$ cat src/sv/kvrp_pkg.sv
`timescale 1ns / 1ps

package kvrp_pkg;

    // result slots one item can fill
    localparam int SLOTS  = 4;
    localparam int SLOT_W = $clog2(SLOTS);
    localparam int CNT_W  = $clog2(SLOTS + 1);

    // group queue between front and back
    localparam int QDEPTH = 4;
    localparam int QPTR_W = $clog2(QDEPTH);
    localparam int QCNT_W = $clog2(QDEPTH + 1);

    localparam logic [7:0] CH_EQ    = 8'h3d;
    localparam logic [7:0] CH_QUOTE = 8'h22;
    localparam logic [7:0] CH_BSL   = 8'h5c;
    localparam logic [7:0] CH_SPACE = 8'h20;
    localparam logic [7:0] CH_N     = 8'h6e;
    localparam logic [7:0] CH_T     = 8'h74;
    localparam logic [7:0] CH_R     = 8'h72;
    localparam logic [7:0] CH_0     = 8'h30;
    localparam logic [7:0] CH_3     = 8'h33;
    localparam logic [7:0] CH_7     = 8'h37;
    localparam logic [7:0] CH_LF    = 8'h0a;
    localparam logic [7:0] CH_TAB   = 8'h09;
    localparam logic [7:0] CH_CR    = 8'h0d;

    typedef enum logic [2:0] {
        K_KEY  = 3'd0,
        K_VAL  = 3'd1,
        K_PAIR = 3'd2,
        K_BARE = 3'd3,
        K_OK   = 3'd4,
        K_ERR  = 3'd5
    } kind_t;

    typedef enum logic [5:0] {
        PH_KEY_START   = 6'b000001,
        PH_KEY         = 6'b000010,
        PH_VAL_START   = 6'b000100,
        PH_UNQUOTED    = 6'b001000,
        PH_QUOTED      = 6'b010000,
        PH_AFTER_QUOTE = 6'b100000
    } phase_t;

    // all results caused by one item
    typedef struct packed {
        logic [CNT_W-1:0]            count;
        kind_t [SLOTS-1:0]           kinds;
        logic [SLOTS-1:0][7:0]       bytes;
    } group_t;

endpackage

$ cat src/sv/kvrp_front.sv
`timescale 1ns / 1ps

module kvrp_front (
    input  logic            clk,
    input  logic            rst_n,
    input  logic            in_valid,
    output logic            in_ready,
    input  logic [7:0]      line_byte,
    input  logic            line_end,
    input  logic            end_only,
    input  logic            q_full,
    output logic            push,
    output kvrp_pkg::group_t grp
);
    import kvrp_pkg::*;

    phase_t     phase_reg, phase_next;
    logic       esc_reg, esc_next;
    logic [1:0] od_reg, od_next;
    logic [7:0] oa_reg, oa_next;
    logic       ofh_reg, ofh_next;
    logic       do_key;
    logic       skip;
    logic       is_oct;
    logic [1:0] limit;
    logic       accept;

    assign in_ready = !q_full;
    assign accept   = in_valid && in_ready;
    assign push     = accept && (grp.count != '0);
    assign is_oct   = (line_byte >= CH_0) && (line_byte <= CH_7);
    assign limit    = ofh_reg ? 2'd2 : 2'd3;

    always_comb
    begin
        phase_next = phase_reg;
        esc_next   = esc_reg;
        od_next    = od_reg;
        oa_next    = oa_reg;
        ofh_next   = ofh_reg;
        grp        = '0;
        do_key     = 1'b0;
        skip       = 1'b0;
        if (!end_only)
        begin
            unique case (phase_reg)
                PH_VAL_START:
                begin
                    if (line_byte == CH_QUOTE)
                    begin
                        phase_next = PH_QUOTED;
                    end
                    else if (line_byte == CH_SPACE)
                    begin
                        grp.kinds[grp.count[SLOT_W-1:0]] = K_PAIR;
                        grp.count = grp.count + 1'b1;
                        phase_next = PH_KEY_START;
                    end
                    else
                    begin
                        grp.kinds[grp.count[SLOT_W-1:0]] = K_VAL;
                        grp.bytes[grp.count[SLOT_W-1:0]] = line_byte;
                        grp.count = grp.count + 1'b1;
                        phase_next = PH_UNQUOTED;
                    end
                end
                PH_UNQUOTED:
                begin
                    if (line_byte == CH_SPACE)
                    begin
                        grp.kinds[grp.count[SLOT_W-1:0]] = K_PAIR;
                        grp.count = grp.count + 1'b1;
                        phase_next = PH_KEY_START;
                    end
                    else
                    begin
                        grp.kinds[grp.count[SLOT_W-1:0]] = K_VAL;
                        grp.bytes[grp.count[SLOT_W-1:0]] = line_byte;
                        grp.count = grp.count + 1'b1;
                    end
                end
                PH_QUOTED:
                begin
                    if (od_reg != 2'd0)
                    begin
                        if (is_oct && (od_reg < limit))
                        begin
                            oa_next = {oa_reg[4:0], line_byte[2:0]};
                            od_next = od_reg + 2'd1;
                            skip    = 1'b1;
                            if (od_next >= limit)
                            begin
                                grp.kinds[grp.count[SLOT_W-1:0]] = K_VAL;
                                grp.bytes[grp.count[SLOT_W-1:0]] = oa_next;
                                grp.count = grp.count + 1'b1;
                                od_next  = 2'd0;
                                oa_next  = 8'd0;
                                ofh_next = 1'b0;
                            end
                        end
                        else
                        begin
                            // non-octal byte flushes the pending octal value first
                            grp.kinds[grp.count[SLOT_W-1:0]] = K_VAL;
                            grp.bytes[grp.count[SLOT_W-1:0]] = oa_reg;
                            grp.count = grp.count + 1'b1;
                            od_next  = 2'd0;
                            oa_next  = 8'd0;
                            ofh_next = 1'b0;
                        end
                    end
                    if (!skip)
                    begin
                        if (esc_reg)
                        begin
                            esc_next = 1'b0;
                            if (is_oct)
                            begin
                                oa_next  = {5'd0, line_byte[2:0]};
                                od_next  = 2'd1;
                                ofh_next = (line_byte > CH_3);
                            end
                            else
                            begin
                                grp.kinds[grp.count[SLOT_W-1:0]] = K_VAL;
                                if (line_byte == CH_N)
                                    grp.bytes[grp.count[SLOT_W-1:0]] = CH_LF;
                                else if (line_byte == CH_T)
                                    grp.bytes[grp.count[SLOT_W-1:0]] = CH_TAB;
                                else if (line_byte == CH_R)
                                    grp.bytes[grp.count[SLOT_W-1:0]] = CH_CR;
                                else
                                    grp.bytes[grp.count[SLOT_W-1:0]] = line_byte;
                                grp.count = grp.count + 1'b1;
                            end
                        end
                        else if (line_byte == CH_BSL)
                        begin
                            esc_next = 1'b1;
                        end
                        else if (line_byte == CH_QUOTE)
                        begin
                            grp.kinds[grp.count[SLOT_W-1:0]] = K_PAIR;
                            grp.count = grp.count + 1'b1;
                            phase_next = PH_AFTER_QUOTE;
                        end
                        else
                        begin
                            grp.kinds[grp.count[SLOT_W-1:0]] = K_VAL;
                            grp.bytes[grp.count[SLOT_W-1:0]] = line_byte;
                            grp.count = grp.count + 1'b1;
                        end
                    end
                end
                PH_AFTER_QUOTE:
                begin
                    if (line_byte == CH_SPACE)
                        phase_next = PH_KEY_START;
                    else
                        do_key = 1'b1;
                end
                default:
                begin
                    do_key = 1'b1;
                end
            endcase
            if (do_key)
            begin
                if (line_byte == CH_EQ)
                begin
                    phase_next = PH_VAL_START;
                end
                else if (line_byte == CH_SPACE)
                begin
                    grp.kinds[grp.count[SLOT_W-1:0]] = K_BARE;
                    grp.count = grp.count + 1'b1;
                    phase_next = PH_KEY_START;
                end
                else
                begin
                    grp.kinds[grp.count[SLOT_W-1:0]] = K_KEY;
                    grp.bytes[grp.count[SLOT_W-1:0]] = line_byte;
                    grp.count = grp.count + 1'b1;
                    phase_next = PH_KEY;
                end
            end
        end
        if (end_only || line_end)
        begin
            unique case (phase_next)
                PH_KEY, PH_QUOTED:
                begin
                    grp.kinds[grp.count[SLOT_W-1:0]] = K_ERR;
                    grp.count = grp.count + 1'b1;
                end
                PH_VAL_START, PH_UNQUOTED:
                begin
                    grp.kinds[grp.count[SLOT_W-1:0]] = K_PAIR;
                    grp.count = grp.count + 1'b1;
                    grp.kinds[grp.count[SLOT_W-1:0]] = K_OK;
                    grp.count = grp.count + 1'b1;
                end
                default:
                begin
                    grp.kinds[grp.count[SLOT_W-1:0]] = K_OK;
                    grp.count = grp.count + 1'b1;
                end
            endcase
            phase_next = PH_KEY_START;
            esc_next   = 1'b0;
            od_next    = 2'd0;
            oa_next    = 8'd0;
            ofh_next   = 1'b0;
        end
    end

    always_ff @(posedge clk or negedge rst_n)
    begin
        if (!rst_n)
        begin
            phase_reg <= PH_KEY_START;
            esc_reg   <= 1'b0;
            od_reg    <= 2'd0;
            oa_reg    <= 8'd0;
            ofh_reg   <= 1'b0;
        end
        else if (accept)
        begin
            phase_reg <= phase_next;
            esc_reg   <= esc_next;
            od_reg    <= od_next;
            oa_reg    <= oa_next;
            ofh_reg   <= ofh_next;
        end
    end

endmodule

$ cat src/sv/kvrp_queue.sv
`timescale 1ns / 1ps

module kvrp_queue (
    input  logic             clk,
    input  logic             rst_n,
    input  logic             push,
    input  kvrp_pkg::group_t push_grp,
    input  logic             pop,
    output kvrp_pkg::group_t pop_grp,
    output logic             full,
    output logic             empty
);
    import kvrp_pkg::*;

    group_t              slots_reg [QDEPTH];
    logic [QPTR_W-1:0]   wr_ptr_reg;
    logic [QPTR_W-1:0]   rd_ptr_reg;
    logic [QCNT_W-1:0]   cnt_reg;
    logic                do_push;
    logic                do_pop;

    assign full    = (cnt_reg == QCNT_W'(QDEPTH));
    assign empty   = (cnt_reg == '0);
    assign do_push = push && !full;
    assign do_pop  = pop && !empty;
    assign pop_grp = slots_reg[rd_ptr_reg];

    always_ff @(posedge clk)
    begin
        if (do_push)
            slots_reg[wr_ptr_reg] <= push_grp;
    end

    always_ff @(posedge clk or negedge rst_n)
    begin
        if (!rst_n)
        begin
            wr_ptr_reg <= '0;
            rd_ptr_reg <= '0;
            cnt_reg    <= '0;
        end
        else
        begin
            if (do_push)
                wr_ptr_reg <= wr_ptr_reg + 1'b1;
            if (do_pop)
                rd_ptr_reg <= rd_ptr_reg + 1'b1;
            if (do_push && !do_pop)
                cnt_reg <= cnt_reg + 1'b1;
            else if (do_pop && !do_push)
                cnt_reg <= cnt_reg - 1'b1;
        end
    end

endmodule

$ cat src/sv/kvrp_back.sv
`timescale 1ns / 1ps

module kvrp_back (
    input  logic             clk,
    input  logic             rst_n,
    input  logic             q_empty,
    input  kvrp_pkg::group_t q_grp,
    output logic             pop,
    output logic             out_valid,
    input  logic             out_ready,
    output logic [2:0]       out_kind,
    output logic [7:0]       out_byte,
    output logic             out_last
);
    import kvrp_pkg::*;

    group_t            grp_reg;
    logic [SLOT_W-1:0] idx_reg;
    logic              busy_reg;
    logic              done;

    assign out_valid = busy_reg;
    assign out_kind  = grp_reg.kinds[idx_reg];
    assign out_byte  = grp_reg.bytes[idx_reg];
    assign out_last  = ({1'b0, idx_reg} == CNT_W'(grp_reg.count - 1'b1));
    assign done      = busy_reg && out_ready && out_last;
    assign pop       = (!busy_reg || done) && !q_empty;

    always_ff @(posedge clk)
    begin
        if (pop)
            grp_reg <= q_grp;
    end

    always_ff @(posedge clk or negedge rst_n)
    begin
        if (!rst_n)
        begin
            busy_reg <= 1'b0;
            idx_reg  <= '0;
        end
        else if (pop)
        begin
            busy_reg <= 1'b1;
            idx_reg  <= '0;
        end
        else if (done)
        begin
            busy_reg <= 1'b0;
        end
        else if (busy_reg && out_ready)
        begin
            idx_reg <= idx_reg + 1'b1;
        end
    end

endmodule

$ cat src/sv/keyvalue_reply_line_parser_core.sv
`timescale 1ns / 1ps

// channel  dir  tdata              tuser          tlast
// s_*      in   line_byte [7:0]    end_only [0]   line_end
// m_*      out  out_byte [7:0]     out_kind [2:0] out_last
//
// the front parses one byte per cycle while s_tready is high and writes all
// results of that item as one group into a four-entry queue; the back sends
// one result per cycle while m_tready is high
// with both idle a group passes the queue slot, then the back's group register
// s_tready drops only while the group queue is full
// rst_n is asynchronous; after reset the parser waits at the start of a key
// m_tvalid holds with its result until m_tready takes it

module keyvalue_reply_line_parser_core (
    input  logic       clk,
    input  logic       rst_n,
    input  logic       s_tvalid,
    output logic       s_tready,
    input  logic [7:0] s_tdata,    // line_byte
    input  logic       s_tlast,
    input  logic       s_tuser,    // end_only
    output logic       m_tvalid,
    input  logic       m_tready,
    output logic [7:0] m_tdata,    // out_byte
    output logic [2:0] m_tuser,    // out_kind
    output logic       m_tlast
);
    import kvrp_pkg::*;

    group_t push_grp;
    group_t pop_grp;
    logic   push;
    logic   pop;
    logic   q_full;
    logic   q_empty;

    // byte parser and result grouping
    kvrp_front u_front (
        .clk       (clk),
        .rst_n     (rst_n),
        .in_valid  (s_tvalid),
        .in_ready  (s_tready),
        .line_byte (s_tdata),
        .line_end  (s_tlast),
        .end_only  (s_tuser),
        .q_full    (q_full),
        .push      (push),
        .grp       (push_grp)
    );

    // groups waiting for the output side
    kvrp_queue u_queue (
        .clk      (clk),
        .rst_n    (rst_n),
        .push     (push),
        .push_grp (push_grp),
        .pop      (pop),
        .pop_grp  (pop_grp),
        .full     (q_full),
        .empty    (q_empty)
    );

    // serializes one group into single results
    kvrp_back u_back (
        .clk       (clk),
        .rst_n     (rst_n),
        .q_empty   (q_empty),
        .q_grp     (pop_grp),
        .pop       (pop),
        .out_valid (m_tvalid),
        .out_ready (m_tready),
        .out_kind  (m_tuser),
        .out_byte  (m_tdata),
        .out_last  (m_tlast)
    );

`ifndef SYNTHESIS
    // a group is never written into a full queue
    a_no_overflow: assert property (@(posedge clk) disable iff (!rst_n)
        push |-> !q_full)
        else $error("group pushed into full queue");

    // a line status result always closes its item
    a_status_last: assert property (@(posedge clk) disable iff (!rst_n)
        m_tvalid && (m_tuser == K_OK || m_tuser == K_ERR) |-> m_tlast)
        else $error("line status not last result of item");

    // marker results carry a zero byte
    a_marker_zero: assert property (@(posedge clk) disable iff (!rst_n)
        m_tvalid && m_tuser != K_KEY && m_tuser != K_VAL |-> m_tdata == 8'd0)
        else $error("marker result with nonzero byte");
`endif

endmodule

$ cat config.mk
export PLATFORM = sky130hd
export DESIGN_NAME = keyvalue_reply_line_parser_core
export DESIGN_NICKNAME = d
export VERILOG_FILES = /design/src/sv/kvrp_pkg.sv /design/src/sv/kvrp_front.sv /design/src/sv/kvrp_queue.sv /design/src/sv/kvrp_back.sv /design/src/sv/keyvalue_reply_line_parser_core.sv
export SDC_FILE = /design/constraint.sdc
export NUM_CORES = 1
export LEC_CHECK = 0
export BUFFER_PORTS_ARGS = -buffer_cell sky130_fd_sc_hd__buf_4
export CAP_MARGIN = 20
export CORE_MARGIN = 2
export CORE_UTILIZATION = 25
export CTS_CLUSTER_SIZE = 14
export DETAILED_ROUTE_END_ITERATION = 6
export SLEW_MARGIN = 20
export SYNTH_ARGS = -nofsm -noshare
export SYNTH_HDL_FRONTEND = slang
export SYNTH_SLANG_ARGS = --single-unit
$ cat constraint.sdc
create_clock -name clk -period 13.5 [get_ports clk]
set_input_delay 4.05 -clock clk [delete_from_list [all_inputs] [get_ports clk]]
set_output_delay 4.05 -clock clk [all_outputs]
set_load 0.1 [all_outputs]
* Yosys cells after proc, flatten, opt, wreduce, memory -nomap -nowiden *
Memory sizes are Yosys's and may differ from the RTL's. A register that Yosys moved wholly into a read port is not among the register bits.
Cells that the tools add are included.

storage, ports and cells
  register bits after elaboration = 28
  ROM bits = 0
  memory bits (writable) = 188
  input bits = 14
  output and inout bits = 14
  latch bits = 0
  memories kept = 1

cells by class
  magnitude comparators = 14
  $add $sub $neg = 11
  mux-type cells = 122
  multiply operators = 0
  reductions and logical operators = 36
  divide/modulo/power cells = 0
  equality and inequality tests = 20
  shift-type cells = 0
  bitwise operators = 32

memories
  memory             depth  bits a word  rd ports  clocked after memory_dff  wr ports  line              text
  u_queue.slots_reg  4      47           1         1                         1         kvrp_queue.sv:15  group_t slots_reg [QDEPTH];

operators by type and width
  kind                count
  $mux 47             7
  $mux 32             5
  $mux 8              20
  $bwmux 32           2
  $mux 6              9
  $and 6x24->24       2
  $mux 24             2
  $not 24->24         2
  $not 8->8           5
  $mux 3              13
  $demux 8 s2         2
  $eq 8x7->1 const B  4
  $pmux 15 s2         1
  $mux 1              29
  $mux 2              14
  $and 8x8->8         3
  $demux 3 s2         4
  $eq 8x6->1 const B  3
  $mux 12             2
  $pmux 8 s3          1
  $and 5x20->20       1
  $not 20->20         1
  $mux 9              2
  $pmux 3 s3          2
  other kinds (47)    99

* Logic depth before layout (Yosys ltp) *
  depth in word-level cells = 47
  depth in mapped cells = 27
  mapped depth without buffers = 26

* By module *
A second synthesis with hierarchy kept.

second synthesis, totals
  cells, all modules = 764
  area total of the unflattened synthesis = 11945.2 um^2

by module, submodules not included
  module      instances  cells each  area each (um^2)
  kvrp_queue  1          282         7223.2
  kvrp_front  1          388         2728.9
  kvrp_back   1          94          1993.2

* Least setup slack after synthesis *
Ideal clock, no wire load.

  kind = input to register
  start = in s_tdata[4]
  end = mem u_queue.slots_reg[0][0] in the netlist's numbering (enable)
  path buffers = 2
  required time = 12.980 ns
  stages = 20
  slack = 1.918 ns
  setup time = 0.520 ns
  data arrival time = 11.063 ns
  path through = buf_2 -> nand4bb_1 -> nor2_1 -> and2_1 -> clkbuf_1 -> a21o_1 -> inv_1 -> ha_1 -> nor2b_1 -> o21ai_0 -> inv_1 -> ha_1 -> nand2_1 -> a21oi_1 -> ha_1 -> nor2b_1 -> a211o_1 -> a211o_1 -> a22oi_2 -> nor3b_1

on the way
  word-level cells in the longest chain between the ends = 26

ends and longest elaborated chain
  what                                      line                                                     text
  start, declared                           keyvalue_reply_line_parser_core.sv:20                    input logic [7:0] s_tdata,
  $ge 8x6->1 or $le 8x6->1 (tied branches)  kvrp_front.sv:31                                         assign is_oct = (line_byte >= CH_0) && (line_byte <= CH_7);
  $logic_and 1x1->1                         kvrp_front.sv:31
  $logic_and 1x1->1                         kvrp_front.sv:86                                         if (is_oct && (od_reg < limit))
  $mux 1                                    kvrp_front.sv:86
  $mux 3                                    kvrp_front.sv:84                                         if (od_reg != 2'd0)
  $mux 3                                    kvrp_front.sv:46                                         unique case (phase_reg)
  $mux 3                                    kvrp_front.sv:44                                         if (!end_only)
  $add 3x1->3                               kvrp_front.sv:134, kvrp_front.sv:144, kvrp_front.sv:151
  [10 not listed]                           --
  $add 3x1->3                               kvrp_front.sv:201                                        grp.count = grp.count + 1'b1;
  $pmux 15 s2                               kvrp_front.sv:190                                        unique case (phase_next)
  $mux 15 *                                 kvrp_front.sv:188                                        if (end_only || line_end)
  $reduce_bool 3->1 *                       kvrp_front.sv:30                                         assign push = accept && (grp.count != '0);
  $logic_and 1x1->1 *                       kvrp_front.sv:30
  $logic_and 1x1->1 *                       kvrp_queue.sv:24                                         assign do_push = push && !full;
  $mux 1 *                                  kvrp_queue.sv:30                                         if (do_push)
  $mux 1 (not written as such) *            kvrp_queue.sv:31                                         slots_reg[wr_ptr_reg] <= push_grp;
  end, declared                             kvrp_queue.sv:15

Mark *: on every way between the ends. The rest lies on a longest branch, timed or not. The select of a mux whose other input is x is not followed.

* Worst setup path in the final report *
  start = in s_tdata[6]
  end = reg u_queue.cnt_reg[1]

on the way
  word-level cells in the longest chain between the ends = 27

ends and longest elaborated chain
  what                                      line                                                     text
  $ge 8x6->1 or $le 8x6->1 (tied branches)  kvrp_front.sv:31
  $logic_and 1x1->1                         kvrp_front.sv:31
  $logic_and 1x1->1                         kvrp_front.sv:86
  $mux 1                                    kvrp_front.sv:86
  $mux 3                                    kvrp_front.sv:84
  $mux 3                                    kvrp_front.sv:46
  $mux 3                                    kvrp_front.sv:44
  $add 3x1->3                               kvrp_front.sv:134, kvrp_front.sv:144, kvrp_front.sv:151
  [12 not listed]                           --
  $mux 15 *                                 kvrp_front.sv:188
  $reduce_bool 3->1 *                       kvrp_front.sv:30
  $logic_and 1x1->1 *                       kvrp_front.sv:30
  $logic_and 1x1->1 *                       kvrp_queue.sv:24
  via u_queue.do_push                       kvrp_queue.sv:19                                         logic do_push;
  $logic_not 1->1                           kvrp_queue.sv:50                                         else if (do_pop && !do_push)
  $logic_and 1x1->1                         kvrp_queue.sv:50
  $reduce_bool 2->1 (no source line)        --
  end signal, assigned                      kvrp_queue.sv:49                                         cnt_reg <= cnt_reg + 1'b1;
  end signal, assigned                      kvrp_queue.sv:51                                         cnt_reg <= cnt_reg - 1'b1;
  end, declared                             kvrp_queue.sv:18                                         logic [QCNT_W-1:0] cnt_reg;

Mark *: on every way through the listed nets, which the timed path passes. The rest lies on a longest branch. The select of a mux whose other input is x is not followed.
A chain may end at the register's enable or synchronous reset.

==> metrics.md <==
| Metric | Value |
|---|---|
| Net Sw Power | `0.814 mW` |
| Rel. slew slack | `28.9%` |
| Congestion Overflow GR | `0` |
| Die area | `48,800 µm²` |
| Nets | `839` |
| IO Port Bufs | `27` |
| Layout Cells excl Fill | `1,426` |
| Initial Util | `25.3%` |
| Area delta synth->final | `14.0%` |
| CP Launch Point | `s_tdata[6]` |
| Worst setup EP type | `register` |
| Worst setup path end | `u_queue.cnt_reg[1]` |
| Setup TNS | `0 ns` |
| Comb power frac | `28.6%` |
| CTS tree | `done` |
| Post-synthesis register bit count | `263` |
| Max Slew Vio Count | `0` |
| Ys async rst share | `10.6%` |
| Share of cells above drive strength 1 | `18.1%` |
| Element type at the critical path start | `input port` |
| Top cell type's share of synthesized area | `59.9%` |
| RR Endpoint | `u_queue.cnt_reg[1]` |
| RSZ-0062 raised after global routing | `no` |
| Most frequent cells in the layout | `edfxtp_1, nand2_1, mux4_2` |
| Leakage | `4.45 nW` |
| Mapped Area | `11,800 µm²` |
| Status | `finished clean` |
| Worst path cell trace | `buf_4 -> nand4bb_1 -> nor2_1 -> and2_1 -> a21o_1 -> inv_1 -> ha_1 -> nor2b_1 -> o21ai_0 -> inv_1 -> ha_1 -> nand2_1 -> a21oi_1 -> ha_1 -> nor3b_1 -> a211o_1 -> a211o_1 -> a22oi_2 -> nor2_1 -> ha_1 -> inv_1 -> fa_1 -> mux2_2` |
| Worst Path Class, Setup | `input port to register` |
| CTS H-Tree Depth | `1` |
| Syn nets | `817` |
| Leading cell type in the layout, fill and taps excluded | `edfxtp_1` |
| Num CTS Buffers | `25` |
| Clk slew on worst S/H paths | `0.06 ns` |
| Diode count | `0` |
| Pwr Density | `186 nW/µm²` |
| Synth Area in Simple Gates | `9.64%` |
| Cell mode on critical path | `ha_1` |
| Post-Synth Adder-Cell Area | `2.61%` |
| Vias | `6,641` |
| Top cells by area, synth | `edfxtp_1, mux4_2, dfrtp_1` |
| CTS Buffer Depth | `3` |
| PostCTS Resize Cnt | `0` |
| CP max FO | `10` |
| R2r startpoint | `u_front.od_reg[0]` |
| Row cnt | `79` |
| DRT antenna net count | `0` |
| R2R Setup Slk | `7.75 ns` |
| CP arrival | `9.58 ns` |
| Worst-Margin Slew | `1.06 ns` |
| Min cycle time layout | `9.18 ns` |
| Largest register FFs | `188` |
| Compound-gate portion of the synthesized area | `6.97%` |
| Highest Clock Rate | `0.109 GHz` |
| Post-synthesis sequential area ratio | `65.9%` |
| Worst VDD drop | `0.157 mV` |
| Vias in the first global route | `6,653` |
| Largest family of logic cells by synthesized area | `multiplexers` |
| Dominant cell type by area after synthesis | `edfxtp_1` |
| Worst skew pair latency | `0.52 ns` |
| Syn Area/Cell | `15.1 µm²` |
| Clock power share | `26.1%` |
| Fin. Hold Viols | `0` |
| First drt pass iteration count | `7` |
| Final worst slack | `4.32 ns` |
| Reg power frac | `45.3%` |
| Net Sw Frac | `32.6%` |
| Fraction of synthesized area in multiplexers | `11.7%` |
| Largest net degree at the start of global routing | `53` |
| Cells after Synth | `779` |
| Design internal power | `1.68 mW` |
| R2R depth | `19` |
| HPWL after DPL | `16,200 µm` |
| Placed insts | `1,381` |
| Tot Pwr | `2.49 mW` |
| CTS Sinks | `263` |
| Hold WS | `0.507 ns` |
| Initial antenna violation count | `0` |
| RePlAce Congestion | `0.830` |
| Final clock skew | `0.00870 ns` |
| Place WS | `3.87 ns` |
| Die Span X | `221 µm` |
| Die Y | `221 µm` |
| Core Area | `46,600 µm²` |
| I/O pin count | `28` |
| Gr usage total | `9.78%` |
| Synth cell types | `69` |
| DRC | `0` |
| Max incr delay on CP | `0.47 ns` |
| EDFF count, synth | `235` |
| Hold buffer count at CTS | `0` |
| Initial DRC Count | `496` |
| CP max stage cell | `a21oi_1` |
| Post-CTS setup buffer count | `0` |
| Period utilisation layout | `68.0%` |
| Final setup viols | `0` |
| DRT Wirelength | `24,700 µm` |
| Wire per inst | `17.3 µm` |
| Synth Area in XOR/XNOR | `1.12%` |
| Worst EP required | `13.90 ns` |
| Clock root buffer | `clkbuf_16` |
| Global-route wire length before repair | `38,600 µm` |
| Top FF cell, synth | `edfxtp_1` |
| Hold WC Path Type | `register to register` |
| MaxCap Viol Count | `0` |
| Vias per std cell | `4.66` |
| Synth Warn # | `0` |
[final cells by class]
cell class / instances / area, µm²
Fill cell: 4567 / 33100
Sequential cell: 263 / 7760
Multi-Input combinational cell: 453 / 3790
Tap cell: 607 / 759
Clock buffer: 33 / 666
Timing Repair Buffer: 35 / 263
Clock inverter: 12 / 92.6
Inverter: 23 / 86.3
[Yosys cell counts, drive strengths merged (2+ instances only)]
master  number
and2        23
or3b         2
o31ai        4
xor2         9
nor3b        7
nor4         7
a31oi        6
a221o        2
a21oi       35
nand2b       4
o211ai       2
a311oi       2
a22o         8
o31a         2
o32a         2
nor3        11
a211oi       2
nor2        54
o21ai       41
or4          2
nand2       60
mux2i        6
nand3b       2
o22ai        3
ha          23
nand3       18
and3b        2
edfxtp     235
mux4        58
nor2b        7
a21o         3
clkbuf      27
o21a         2
and3         8
dfrtp       27
buf         13
a32oi        2
a22oi        4
xnor2        6
a211o        2
nand4        6
inv         23
nand4b       2
[power groups by stage]
stage,sequential (mW),clock (mW),combinational (mW)
2_1_floorplan,1.11,0,0.585
3_3_place_gp,1.15,0,0.730
3_5_place_dp,1.15,0,0.733
4_1_cts,1.14,0.670,0.734
5_1_grt,1.15,0.700,0.767
6_report,1.13,0.651,0.713
[critical path, delay by kind of cell]
| kind | cells | cell delay [ns] |
|---|---|---|
| AOI/OAI and AO/OA | 6 | 2.11 |
| adders and majority gates | 5 | 1.42 |
| buffers and inverters | 4 | 0.43 |
| muxes | 1 | 0.26 |
| and+or+nand+nor | 7 | 1.29 |
[worst min path at each step]
stage / to / start / cells past startpoint
finish: u_front.oa_reg[5] / u_front.oa_reg[5] / 1
global route: u_front.oa_reg[6] / u_front.oa_reg[6] / 1
CTS: u_front.oa_reg[5] / u_front.oa_reg[5] / 1
detailed placement: u_front.oa_reg[6] / u_front.oa_reg[6] / 1
global placement: u_front.oa_reg[5] / u_front.oa_reg[5] / 1
floorplan: u_front.oa_reg[5] / u_front.oa_reg[5] / 1
[stage by stage]
step | cell area (µm²) | util, %
3_3_place_gp | 12700 | 27.2
6_report | 13400 | 28.8
2_1_floorplan | 11800 | -
5_1_grt | 13400 | 28.8
3_5_place_dp | 12700 | 27.2
4_1_cts | 13400 | 28.8
[cells by family after synthesis]
| kind of cell | after synthesis |
|---|---|
| AO/OA/AOI/OAI | 130 |
| XOR/XNOR | 15 |
| adder cells (fa/ha/maj) | 24 |
| buffers and inverters | 63 |
| flip-flops | 263 |
| multiplexers | 65 |
| AND/OR/NAND/NOR | 219 |
[routing by layer]
layer | share of wire, % | wire [µm] | vias to the layer above | global-route usage (%)
li1 | - | - | 3066 | -
met1 | 46 | 11400 | 3382 | 13.5
met2 | 48 | 11900 | 163 | 16.4
met3 | 3.6 | 884 | 30 | 1.04
met4 | 1.9 | 463 | 0 | 2.53
met5 | 0 | 0 | - | 0
(Power assumes the default switching activity.)
